$ cat src/rtl/ssrf_pkg.sv
`timescale 1ns / 1ps
`default_nettype none
// ----------------------------------------------------------------------------
// ssrf_pkg
// shared constants and types for the spi slave register file
// ----------------------------------------------------------------------------
package ssrf_pkg;

    localparam int STD_REG_COUNT = 47;
    localparam int EXT_REG_COUNT = 64;
    localparam int ADDR_W        = 6;
    localparam int BYTE_W        = 8;

    localparam logic [ADDR_W-1:0] ESCAPE_ADDR  = 6'h2f;
    localparam logic [ADDR_W-1:0] STROBE_FIRST = 6'h30;
    localparam logic [ADDR_W-1:0] STROBE_LAST  = 6'h3d;

    typedef enum logic [2:0] {
        MODE_READY        = 3'd0,
        MODE_SINGLE_READ  = 3'd1,
        MODE_SINGLE_WRITE = 3'd2,
        MODE_BURST_READ   = 3'd3,
        MODE_BURST_WRITE  = 3'd4,
        MODE_EXT_HEADER   = 3'd5
    } t_mode;

    typedef struct packed {
        logic              we;
        logic [ADDR_W-1:0] waddr;
        logic [BYTE_W-1:0] wdata;
        logic              re;
        logic [ADDR_W-1:0] raddr;
    } t_bank_req;

endpackage
`default_nettype wire

$ cat src/rtl/ssrf_bank.sv
`timescale 1ns / 1ps
`default_nettype none
// ----------------------------------------------------------------------------
// ssrf_bank
// register bank memory, one write and one registered read per cycle, with
// per-entry valid bits so that unwritten entries read as zero after reset
// ----------------------------------------------------------------------------
module ssrf_bank #(
    parameter int DEPTH = 64
) (
    input  wire logic                      i_clk,
    input  wire logic                      i_rst_n,
    input  wire ssrf_pkg::t_bank_req       i_req,
    output logic [ssrf_pkg::BYTE_W-1:0]    o_rdata
);
    import ssrf_pkg::*;

    localparam int AW = (DEPTH > 1) ? $clog2(DEPTH) : 1;

    logic [BYTE_W-1:0] mem [DEPTH];
    logic [DEPTH-1:0]  r_valid;
    logic [BYTE_W-1:0] r_rdata;
    logic              r_rd_ok;

    logic          w_in_range;
    logic          r_in_range;
    logic [AW-1:0] widx;
    logic [AW-1:0] ridx;

    assign widx       = i_req.waddr[AW-1:0];
    assign ridx       = i_req.raddr[AW-1:0];
    assign w_in_range = ({1'b0, i_req.waddr} < (ADDR_W + 1)'(DEPTH));
    assign r_in_range = ({1'b0, i_req.raddr} < (ADDR_W + 1)'(DEPTH));

    always_ff @(posedge i_clk) begin
        if (i_req.we && w_in_range) begin
            mem[widx] <= i_req.wdata;
        end
        if (i_req.re) begin
            r_rdata <= mem[ridx];
        end
    end

    always_ff @(posedge i_clk) begin
        if (!i_rst_n) begin
            r_valid <= '0;
            r_rd_ok <= 1'b0;
        end else begin
            if (i_req.we && w_in_range) begin
                r_valid[widx] <= 1'b1;
            end
            if (i_req.re) begin
                r_rd_ok <= r_in_range && r_valid[ridx];
            end
        end
    end

    // out of range or never written reads as zero
    assign o_rdata = r_rd_ok ? r_rdata : '0;

endmodule
`default_nettype wire

$ cat src/rtl/spi_slave_register_file.sv
`timescale 1ns / 1ps
`default_nettype none
// output: the result of an accepted pin sample is registered and shown in the next cycle
// throughput: one sample per cycle while the output is not held; a bank read issued at a byte boundary
//   lands in the output shifter in the following cycle, before the next edge
// reset: synchronous, active low; clears control state, the status byte and
//   the valid bits of both banks, so every register reads zero at once
// ----------------------------------------------------------------------------
// spi_slave_register_file
// oversampled spi mode 0 slave with standard and extended register banks
// ----------------------------------------------------------------------------
module spi_slave_register_file (
    input  wire logic       i_clk,
    input  wire logic       i_rst_n,
    input  wire logic       s_axis_tvalid,
    output logic            s_axis_tready,
    input  wire logic [7:0] s_axis_tdata,   // [0] sclk, [1] ss_n, [2] mosi
    output logic            m_axis_tvalid,
    input  wire logic       m_axis_tready,
    output logic [7:0]      m_axis_tdata,   // [0] miso, [1] byte_done
    input  wire logic       i_cfg_we,
    input  wire logic [7:0] i_cfg_wdata     // status_byte
);
    import ssrf_pkg::*;

    logic              r_last_clk, n_last_clk;
    logic [2:0]        r_bitpos, n_bitpos;
    logic [BYTE_W-1:0] r_shift_in, n_shift_in;
    logic [BYTE_W-1:0] r_shift_out, n_shift_out;
    logic [ADDR_W-1:0] r_addr, n_addr;
    t_mode             r_mode, n_mode;
    logic              r_ext, n_ext;
    logic              r_miso, n_miso;
    logic [BYTE_W-1:0] r_status;
    logic              r_load, n_load;
    logic              r_load_ext, n_load_ext;
    logic              r_m_valid, n_m_valid;
    logic              r_m_miso, n_m_miso;
    logic              r_m_done, n_m_done;

    t_bank_req         std_req, ext_req;
    logic [BYTE_W-1:0] std_rdata, ext_rdata;

    logic              accept;
    logic              sclk, ss_n, mosi;
    logic [BYTE_W-1:0] sin;
    logic [ADDR_W-1:0] hdr_addr;
    logic [ADDR_W:0]   count;
    logic [ADDR_W:0]   a_ext;
    logic [ADDR_W:0]   a_next;
    logic              a_ok;
    logic              step_ok;
    logic              done;

    assign sclk = s_axis_tdata[0];
    assign ss_n = s_axis_tdata[1];
    assign mosi = s_axis_tdata[2];

    assign s_axis_tready = !r_m_valid || m_axis_tready;
    assign accept        = s_axis_tvalid && s_axis_tready;

    assign count   = r_ext ? (ADDR_W + 1)'(EXT_REG_COUNT) : (ADDR_W + 1)'(STD_REG_COUNT);
    assign a_ext   = {1'b0, r_addr};
    assign a_next  = a_ext + 1'b1;
    assign a_ok    = a_ext < count;
    assign step_ok = a_next < count;

    always_comb begin
        n_last_clk = r_last_clk;
        n_bitpos   = r_bitpos;
        n_shift_in = r_shift_in;
        n_shift_out = r_load ? (r_load_ext ? ext_rdata : std_rdata) : r_shift_out;
        n_addr     = r_addr;
        n_mode     = r_mode;
        n_ext      = r_ext;
        n_miso     = r_miso;
        n_load     = 1'b0;
        n_load_ext = r_load_ext;
        n_m_valid  = r_m_valid && !m_axis_tready;
        n_m_miso   = r_m_miso;
        n_m_done   = r_m_done;
        std_req    = '0;
        ext_req    = '0;
        done       = 1'b0;
        sin        = r_shift_in | (BYTE_W'(mosi) << r_bitpos);
        hdr_addr   = sin[ADDR_W-1:0];

        std_req.waddr = r_addr;
        std_req.wdata = sin;
        ext_req.waddr = r_addr;
        ext_req.wdata = sin;

        if (accept) begin
            if (ss_n) begin
                n_mode      = MODE_READY;
                n_addr      = '0;
                n_ext       = 1'b0;
                n_shift_out = r_status;
                n_shift_in  = '0;
                n_bitpos    = 3'd7;
            end else if (sclk && !r_last_clk) begin
                n_miso = r_shift_out[r_bitpos];
                if (r_bitpos == 3'd0) begin
                    done     = 1'b1;
                    n_bitpos = 3'd7;
                    unique case (r_mode)
                        MODE_READY: begin
                            if ({1'b0, hdr_addr} < (ADDR_W + 1)'(STD_REG_COUNT)) begin
                                n_addr = hdr_addr;
                                if (sin[7]) begin
                                    std_req.re    = 1'b1;
                                    std_req.raddr = hdr_addr;
                                    n_load        = 1'b1;
                                    n_load_ext    = 1'b0;
                                    n_mode = sin[6] ? MODE_BURST_READ : MODE_SINGLE_READ;
                                end else begin
                                    n_shift_out = r_status;
                                    n_mode = sin[6] ? MODE_BURST_WRITE : MODE_SINGLE_WRITE;
                                end
                            end else if (hdr_addr == ESCAPE_ADDR) begin
                                n_mode = MODE_EXT_HEADER;
                                n_ext  = 1'b1;
                            end else if (hdr_addr >= STROBE_FIRST && hdr_addr <= STROBE_LAST) begin
                                n_mode      = MODE_READY;
                                n_addr      = '0;
                                n_ext       = 1'b0;
                                n_shift_out = r_status;
                            end
                        end
                        MODE_EXT_HEADER: begin
                            n_addr = hdr_addr;
                            if (sin[7]) begin
                                ext_req.re    = 1'b1;
                                ext_req.raddr = hdr_addr;
                                n_load        = 1'b1;
                                n_load_ext    = 1'b1;
                                n_mode = sin[6] ? MODE_BURST_READ : MODE_SINGLE_READ;
                            end else begin
                                n_shift_out = r_status;
                                n_mode = sin[6] ? MODE_BURST_WRITE : MODE_SINGLE_WRITE;
                            end
                        end
                        MODE_BURST_READ: begin
                            // saturate at the last register, then reread it
                            if (step_ok) begin
                                n_addr = a_next[ADDR_W-1:0];
                            end
                            n_load     = 1'b1;
                            n_load_ext = r_ext;
                            if (r_ext) begin
                                ext_req.re    = 1'b1;
                                ext_req.raddr = step_ok ? a_next[ADDR_W-1:0] : r_addr;
                            end else begin
                                std_req.re    = 1'b1;
                                std_req.raddr = step_ok ? a_next[ADDR_W-1:0] : r_addr;
                            end
                        end
                        MODE_BURST_WRITE: begin
                            if (a_ok) begin
                                std_req.we = !r_ext;
                                ext_req.we = r_ext;
                                if (step_ok) begin
                                    n_addr = a_next[ADDR_W-1:0];
                                end
                            end
                        end
                        MODE_SINGLE_WRITE: begin
                            if (a_ok) begin
                                std_req.we = !r_ext;
                                ext_req.we = r_ext;
                            end
                            n_mode      = MODE_READY;
                            n_addr      = '0;
                            n_ext       = 1'b0;
                            n_shift_out = r_status;
                        end
                        default: begin
                            n_mode      = MODE_READY;
                            n_addr      = '0;
                            n_ext       = 1'b0;
                            n_shift_out = r_status;
                        end
                    endcase
                    n_shift_in = '0;
                end else begin
                    n_bitpos   = r_bitpos - 3'd1;
                    n_shift_in = sin;
                end
            end
            n_last_clk = sclk;
            n_m_valid  = 1'b1;
            n_m_miso   = n_miso;
            n_m_done   = done;
        end
    end

    always_ff @(posedge i_clk) begin
        if (!i_rst_n) begin
            r_last_clk  <= 1'b0;
            r_bitpos    <= 3'd7;
            r_shift_in  <= '0;
            r_shift_out <= '0;
            r_addr      <= '0;
            r_mode      <= MODE_READY;
            r_ext       <= 1'b0;
            r_miso      <= 1'b0;
            r_status    <= '0;
            r_load      <= 1'b0;
            r_load_ext  <= 1'b0;
            r_m_valid   <= 1'b0;
        end else begin
            r_last_clk  <= n_last_clk;
            r_bitpos    <= n_bitpos;
            r_shift_in  <= n_shift_in;
            r_shift_out <= n_shift_out;
            r_addr      <= n_addr;
            r_mode      <= n_mode;
            r_ext       <= n_ext;
            r_miso      <= n_miso;
            r_load      <= n_load;
            r_load_ext  <= n_load_ext;
            r_m_valid   <= n_m_valid;
            if (i_cfg_we) begin
                r_status <= i_cfg_wdata;
            end
        end
    end

    always_ff @(posedge i_clk) begin
        r_m_miso <= n_m_miso;
        r_m_done <= n_m_done;
    end

    ssrf_bank #(
        .DEPTH (STD_REG_COUNT)
    ) u_std_bank (
        .i_clk   (i_clk),
        .i_rst_n (i_rst_n),
        .i_req   (std_req),
        .o_rdata (std_rdata)
    );

    ssrf_bank #(
        .DEPTH (EXT_REG_COUNT)
    ) u_ext_bank (
        .i_clk   (i_clk),
        .i_rst_n (i_rst_n),
        .i_req   (ext_req),
        .o_rdata (ext_rdata)
    );

    assign m_axis_tvalid = r_m_valid;
    assign m_axis_tdata  = {6'b0, r_m_done, r_m_miso};

endmodule
`default_nettype wire

$ cat config.mk
export PLATFORM = sky130hd
export DESIGN_NAME = spi_slave_register_file
export DESIGN_NICKNAME = d
export VERILOG_FILES = /design/src/rtl/ssrf_pkg.sv /design/src/rtl/ssrf_bank.sv /design/src/rtl/spi_slave_register_file.sv
export SDC_FILE = /design/constraint.sdc
export NUM_CORES = 1
export LEC_CHECK = 0
export ABC_AREA = 1
export BUFFER_PORTS_ARGS = -buffer_cell sky130_fd_sc_hd__clkbuf_2
export CAP_MARGIN = 25
export CORE_ASPECT_RATIO = 0.7
export CORE_MARGIN = 8
export CORE_UTILIZATION = 31
export CTS_BUF_LIST = sky130_fd_sc_hd__clkbuf_4 sky130_fd_sc_hd__clkbuf_8
export DETAILED_ROUTE_END_ITERATION = 16
export GPL_ROUTABILITY_DRIVEN = 0
export PLACE_DENSITY = 0.52
export SYNTH_ARGS = -nofsm -noshare
export SYNTH_HDL_FRONTEND = slang
export SYNTH_HIERARCHICAL = 1
export SYNTH_SLANG_ARGS = --single-unit
$ cat constraint.sdc
create_clock -name i_clk -period 10.05 [get_ports i_clk]
set_input_delay 1.5075 -clock i_clk [delete_from_list [all_inputs] [get_ports i_clk]]
set_output_delay 1.5075 -clock i_clk [all_outputs]
set_load 0.02 [all_outputs]
==> impl_results.md, run 1 <==
- # clock sinks: ~1.1k
- CTS H-tree lvls: 4
- Core Util, Final: roughly a third
- Largest net degree at the start of global routing: between 150 and 200
- Slowest CP cell: dfxtp_1
- PortBufs: 19
- RSZ-0062 raised after global routing: no
- Req. time, crit path: between 10 and 15 ns
- Slew HR: approximately 28%
- Clock transition at path regs: around 0.060 ns
- Worst Hold Path EP: u_std_bank/r_valid[40]$_SDFFE_PN0P_
- Fmax achieved: 166 MHz
- Vias in the first global route: approximately 29k
- Reg2reg end: u_ext_bank/r_rdata[6]$_DFFE_PP_
- Total Power: ~9000 µW
- Period utilization: about three fifths
- Mean post-synth cell area: around 11 µm²
- Delay-heaviest family, CP: simple AND/OR/NAND/NOR gates
- Ratio of cells with drive above 1 in the final layout: a little over a tenth
- Sequential power share: between 50 and 60%
- Placed cell areas: between 0.04 and 0.05 mm²
- Hold Fails Final Rpt: 0
- Net Sw Power: about 1800 µW
- P_leak: around 0.018 µW
- Die extent in y: ~330 µm
- Initial antenna violation count: 5
- Post-synth EDFFs: approximately 900
- Distinct cell type count after synthesis: a little under 50
- Worst VDD drop: 0.111 mV
- DIE AREA: 0.156 mm²
- Finished layout cell area: about 0.05 mm²
- Final min period: 6.03 ns
- Final Non-Filler Cells: 6210
- Rows: approximately 120
- Max Slew Vio Count: 0
- CTS tree: built
- Reg2Reg Depth: 21
- Ys async rst share: 0%
- Layout net count: 4212
- Clk root buf: clkbuf_8
- Clk buf depth: 3
- Max Cap Violations: 0
- Synthesized area: 0.0445 mm²
- Reg2reg setup slack: 4.02 ns
- # hold bufs at CTS: 0
- Placed cell count: about 5.9k
- Total Wirelength: about 130000 µm
- First-pass GRT wire length: between 150000 and 200000 µm
- Yosys warning count: 6
- Setup TNS: 0 ns
- Starting Density: approximately 31%
- Die Wd: ~470 µm
- Syn Inst Count: 4159
- Final Skew: around 0.031 ns
- Largest stage delay, worst path: approximately 0.8 ns
- Hold Path Cell Cnt: 2
- P_int: between 6000 and 7000 µW
- Post-synthesis sequential area ratio: between 60% and 70%
- Main synth FF type: edfxtp_1
- Worst path arrival time: roughly 6.6 ns
- Layout area overhead: 12.2%
- Switching share of total power: 21.1%
- Starting DRC count in detailed routing: 3127
- Yosys reg bits: 1061
- Status: completed
- Setup bufs post-CTS: 0
- Hold Path Origin: u_std_bank/r_valid[40]$_SDFFE_PN0P_
- GRT overflow: 0
- Core ar.: 0.143 mm²
- DR pass1 iterations: 6
- DR vias: about 31k
- Comb power frac: ~1.5%
- Total CTS buffers: around 170
- HPWL Detailed: between 70000 and 80000 µm
- WP buf/inv: 3
- Crit. End Element: register
- CP most frequent cell: nand2_1
- Power share of the clock group: 44.1%
- # fillers: approximately 14k
- Crit path cell chain: ha_1 > nand3_1 > nor3_1 > ha_1 > a21oi_1 > nand3_1 > nand2_1 > and2_1 > nand2_1 > a21oi_4 > buf_12 > inv_8 > buf_4 > o21ai_0 > o22ai_1 > nand2_1 > nand2_1 > nand2_1 > nand3_1 > nand3_1 > nand2_1
- Detail Route Antenna Nets: 0
- Endpoints failing setup: 0
- RR Startpoint: r_addr[1]$_SDFFE_PN0P_
- Power density of the placed cells: between 150 and 200 mW/mm²
- Max FO, Critical Path: about 200
- Post-CTS sizing: 0
- CP Launch Type: register
- Remaining DRCs: 0
- Hold WC Path Type: reg2reg
- DR vias/cell: 5.04
- Gr usage total: ~16%
- CP Class: reg2reg
- Io pins: 31
- Worst skew pair latency: around 0.86 ns
- Post-detailed-route wirelength per cell: 20.4 µm
- Slew @ Worst Pin: roughly 1.1 ns
==> logic make-up after synthesis <==
group / Yosys count / share of synthesized area (%)
adder cells (fa/ha/maj): 12 / 0.338
other: 1 / 0.00843
flip-flops: 1061 / 68.2
AND/OR/NAND/NOR: 1866 / 17.3
buffers and inverters: 461 / 4.85
XOR/XNOR: 5 / 0.0985
AO/OA/AOI/OAI: 753 / 9.22
==> worst max path at each step <==
stage,from,to,slack [ns],cells past startpoint
after floorplan,s_axis_tdata[2],u_std_bank/r_rdata[5]$_DFFE_PP_,4.44,13
after global placement,s_axis_tdata[2],u_ext_bank/r_rdata[5]$_DFFE_PP_,3.23,18
after detailed placement,s_axis_tdata[2],u_ext_bank/r_rdata[5]$_DFFE_PP_,3.14,18
after CTS,r_addr[1]$_SDFFE_PN0P_,u_ext_bank/r_rdata[5]$_DFFE_PP_,3.96,21
after global routing,r_addr[1]$_SDFFE_PN0P_,u_ext_bank/r_rdata[5]$_DFFE_PP_,3.34,23
final,r_addr[1]$_SDFFE_PN0P_,u_ext_bank/r_rdata[6]$_DFFE_PP_,4.02,21
==> state kept, by name, summed over array words and instances (netlist names), 3 cells and up <==
name	cells
u_std_bank/mem	376
r_mode	3
u_std_bank/r_valid	47
r_shift_in	8
u_std_bank/r_rdata	8
r_addr	6
r_bitpos	3
r_status	8
u_ext_bank/r_rdata	8
r_shift_out	8
u_ext_bank/mem	512
u_ext_bank/r_valid	64
==> power groups by stage <==
stage               Sequential (µW)  Clock [µW]  Combinational (µW)
finish                         4750        3860                 131
floorplan                      4840           0                86.1
CTS                            4750        3960                 131
global route                   4750        4150                 145
detailed placement             4850           0                 131
global placement               4850           0                 128
==> metal layers <==
| layer | up-vias | part of all wire, % | GRT usage [%] |
|---|---|---|---|
| li1 | 14548 | - | - |
| met1 | 15473 | 50 | 24.8 |
| met2 | 1113 | 40 | 20.9 |
| met3 | 169 | 8.6 | 4.03 |
| met4 | 4 | 1.8 | 4.39 |
| met5 | - | 0.021 | 0 |
==> synthesized netlist by cell type (12+ instances only) <==
cell type	number	area share (%)
edfxtp_1	906	61
nand2_1	777	6.6
nor2_1	695	5.9
o21ai_0	412	4.6
nand3_1	271	3.0
inv_1	197	1.7
dfxtp_1	155	7.0
o22ai_1	151	2.1
a21oi_1	111	1.2
clkbuf_1	97	0.82
buf_2	66	0.74
nand4_1	57	0.80
buf_4	40	0.68
nor3_1	29	0.33
o21ai_1	28	0.32
a22oi_1	19	0.32
buf_6	18	0.46
o211ai_1	15	0.25
inv_2	14	0.12
ha_1	12	0.34
==> placed cells by master (no fill, tap or decap), drive strengths merged, types with 2 or more instances in the layout <==
cell type  instances
edfxtp           906
nand2            792
nor2             708
o21ai            441
clkbuf           290
nand3            275
inv              219
dfxtp            155
o22ai            151
a21oi            119
buf               65
nand4             58
clkinv            39
nor3              29
a22oi             19
o211ai            15
ha                12
conb               6
xor2               5
bufinv             3
a211oi             2
clkinvlp           2
o2111ai            2
or2                2
==> worst min-delay path: stages (launching register included) <==
cell and delay (ns):
dfxtp_1 0.30, inv_1 0.05, a21oi_1 0.06
==> final cells by class <==
class                      count  area, µm²  area share, %
multi-input combinational   2642      12100           24.3
inverter                     221        851           1.71
tap                         1888       2360           4.74
timing repair buffer          84        652           1.31
sequential                  1061      30300           60.8
clock buffer                 271       3240           6.49
clock inverter                42        324          0.650
antenna                        1       2.50        0.00502
==> metrics by stage <==
step,hold WS [ns],worst slack [ns]
floorplan,0.435,4.44
global placement,0.443,3.23
detailed placement,0.446,3.14
CTS,0.456,3.96
global route,0.472,3.34
finish,0.456,4.02
No activity file was read; power rests on OpenSTA's default activity.
==> inputs of run 2 (changes only) <==
==> constraint.sdc (replaced) <==
create_clock -name i_clk -period 6.1 [get_ports i_clk]
set_input_delay 0.915 -clock i_clk [delete_from_list [all_inputs] [get_ports i_clk]]
set_output_delay 0.915 -clock i_clk [all_outputs]
set_load 0.02 [all_outputs]
==> impl_results.md, run 2 (synthesis results as in run 1) <==
- Final WS setup: 0.986 ns (was 4.02 ns)
- HPWL Detailed: 72900 µm (was 72700 µm)
- Starting Density: 31.2% (unchanged)
- Req. time, crit path: 6.80 ns (was 10.65 ns)
- Final Skew: 0.0463 ns (was 0.0314 ns)
- Hold Fails Final Rpt: 0 (unchanged)
- Setup bufs post-CTS: 0 (unchanged)
- # clock sinks: 1061 (unchanged)
- Ratio of cells with drive above 1 in the final layout: 10.5% (about the same)
- Reg area: 0.0303 mm² (unchanged)
- Layout area overhead: 12.4% (was 12.2%)
- Period utilization: 83.8% (was 60.0%)
- # fillers: 14.3k (about the same)
- Largest net degree at the start of global routing: 173 (was 199)
- P_int: 11200 µW (was 6900 µW)
- Comb power frac: 1.5% (about the same)
- Setup TNS: 0 ns (unchanged)
- RR Startpoint: r_addr[2]$_SDFFE_PN0P_ (was r_addr[1]$_SDFFE_PN0P_)
- Total CTS buffers: 171 (was 169)
- CTS H-tree lvls: 4 (unchanged)
- GRT overflow: 0 (unchanged)
- Place WS: 1.12 ns (was 3.14 ns)
- Max FFs per register: 512 (unchanged)
- Worst path arrival time: 5.82 ns (was 6.63 ns)
- Hold slack: 0.291 ns (was 0.456 ns)
- Post-detailed-route wirelength per cell: 20.1 µm (was 20.4 µm)
- CP Launch Type: register (unchanged)
- P_leak: 0.0182 µW (about the same)
- Switching share of total power: 21.5% (was 21.1%)
- Slew @ Worst Pin: 1.06 ns (was 1.08 ns)
- Post-CTS sizing: 0 (unchanged)
- Finished layout cell area: 0.0500 mm² (was 0.0499 mm²)
- Worst skew pair latency: 0.88 ns (was 0.86 ns)
- Most flops, register: u_ext_bank/mem (unchanged)
- Final Non-Filler Cells: 6228 (was 6210)
- Final min period: 5.11 ns (was 6.03 ns)
- Status: completed (unchanged)
- Vias in the first global route: 29.1k (was 29.0k)
- Fmax achieved: 196 MHz (was 166 MHz)
- CP Class: reg2reg (unchanged)
- Placed cell areas: 0.0464 mm² (was 0.0462 mm²)
- Power density of the placed cells: 287 mW/mm² (was 175 mW/mm²)
- Endpoints failing setup: 0 (unchanged)
- Core ar.: 0.143 mm² (unchanged)
- DIE AREA: 0.156 mm² (unchanged)
- Max Slew Vio Count: 0 (unchanged)
- Area of the multi-input gates: 0.0121 mm² (about the same)
- Placed cell count: 5890 (was 5883)
- DR vias/cell: 5.03 (was 5.04)
- Hold WC Path Type: in2reg (was reg2reg)
- Net Sw Power: 3080 µW (was 1840 µW)
- PortBufs: 19 (unchanged)
- Die Wd: 469 µm (unchanged)
- Gr usage total: 15.6% (was 15.7%)
- Sequential power share: 54.7% (was 54.4%)
- Leading cell type in the layout, fill and taps excluded: edfxtp_1 (unchanged)
- Hold Path Origin: s_axis_tvalid (was u_std_bank/r_valid[40]$_SDFFE_PN0P_)
- Die extent in y: 333 µm (unchanged)
- Clock transition at path regs: 0.06 ns (about the same)
- DR vias: 31.3k (about the same)
- Max FO, Critical Path: 172 (was 198)
- Layout net count: 4222 (was 4212)
- Most frequent cells in the layout: 906 x edfxtp_1, 776 x nand2_1, 695 x nor2_1, 412 x o21ai_0, 271 x nand3_1 (unchanged)
- Starting DRC count in detailed routing: 3249 (was 3127)
- Max Cap Violations: 0 (unchanged)
- Clk buf depth: 3 (unchanged)
- # hold bufs at CTS: 0 (unchanged)
- Worst setup path startpoint: r_addr[2]$_SDFFE_PN0P_ (was r_addr[1]$_SDFFE_PN0P_)
- Remaining DRCs: 0 (unchanged)
- Worst VDD drop: 0.207 mV (was 0.111 mV)
- DR pass1 iterations: 6 (unchanged)
- Largest regs: u_ext_bank/mem (512), u_std_bank/mem (376), u_ext_bank/r_valid (64) (unchanged)
- Total Wirelength: 125000 µm (was 127000 µm)
- Initial antenna violation count: 1 (was 5)
- Slew HR: 29.3% (was 27.9%)
- Power share of the clock group: 43.8% (was 44.1%)
- Detail Route Antenna Nets: 0 (unchanged)
- Crit. End Element: register (unchanged)
- First-pass GRT wire length: 188000 µm (was 189000 µm)
- Rows: 116 (unchanged)
- RSZ-0062 raised after global routing: no (unchanged)
- Io pins: 31 (unchanged)
- CTS tree: built (unchanged)
- Clk root buf: clkbuf_8 (unchanged)
run 2: cell types whose count changed in the layout (fill, tap and decap cells not counted), sizes merged:
cell,delta
clkinv,+21
clkbuf,-11
inv,-2
buf,+4
diode,+2
clkinvlp,+4
run 2: worst paths after layout:
| kind | end | slack, ns | cells past startpoint |
|---|---|---|---|
| max reg2reg | u_ext_bank/r_rdata[3]$_DFFE_PP_ | 0.99 | 19 |
| max | u_ext_bank/r_rdata[3]$_DFFE_PP_ | 0.99 | 19 |
| min | m_axis_tvalid$_SDFF_PN0_ | 0.29 | 3 |
| min reg2reg | u_std_bank/r_valid[45]$_SDFFE_PN0P_ | 0.46 | 2 |
run 2: area by class of cell:
class,count,share of cell area (%)
repair buffers,92,1.64
clock buffers,256,6.18
well taps,1888,4.72
clock inverters,65,0.836
multi-input cells,2642,24.3
flip-flops and latches,1061,60.6
diodes,3,0.0150
inverters,221,1.70
run 2: per-stage QoR:
| stage | total power [µW] | utilization (%) |
|---|---|---|
| 6_report | 14300 | 35.0 |
| 5_1_grt | 14800 | 35.0 |
| 4_1_cts | 14500 | 34.9 |
| 3_5_place_dp | 8200 | 32.5 |
| 3_3_place_gp | 8190 | 32.5 |
| 2_1_floorplan | 8120 | - |
run 2: routing by layer:
| layer | part of all wire, % | wire length [µm] | up-vias | track usage (%) |
|---|---|---|---|---|
| met1 | 50 | 62800 | 15426 | 24.9 |
| met5 | 0 | 0 | - | 0 |
| met2 | 39 | 49200 | 1154 | 20.5 |
| met3 | 8.9 | 11200 | 169 | 3.67 |
| met4 | 1.7 | 2160 | 0 | 4.40 |
| li1 | - | - | 14585 | - |
run 2: power by group through the flow:
stage	Sequential (µW)	Combinational (µW)	Clock [µW]
3_5_place_dp	7980	214	0
3_3_place_gp	7980	211	0
5_1_grt	7830	240	6760
4_1_cts	7830	215	6450
6_report	7830	218	6280
2_1_floorplan	7980	142	0
run 2: critical path, stage by stage (launching register included):
cell	delay (ns)
dfxtp_1	0.65
buf_4	0.28
nand3_1	0.12
nor3_1	0.16
ha_1	0.28
a21oi_1	0.42
nand3_1	0.27
nand2_1	0.14
and2_1	0.18
nand2_1	0.10
a21oi_4	0.30
buf_12	0.45
o21ai_0	0.21
o22ai_1	0.24
nand2_1	0.07
nand2_1	0.09
nand2_1	0.11
nand3_1	0.32
nand3_1	0.13
nand2_1	0.10
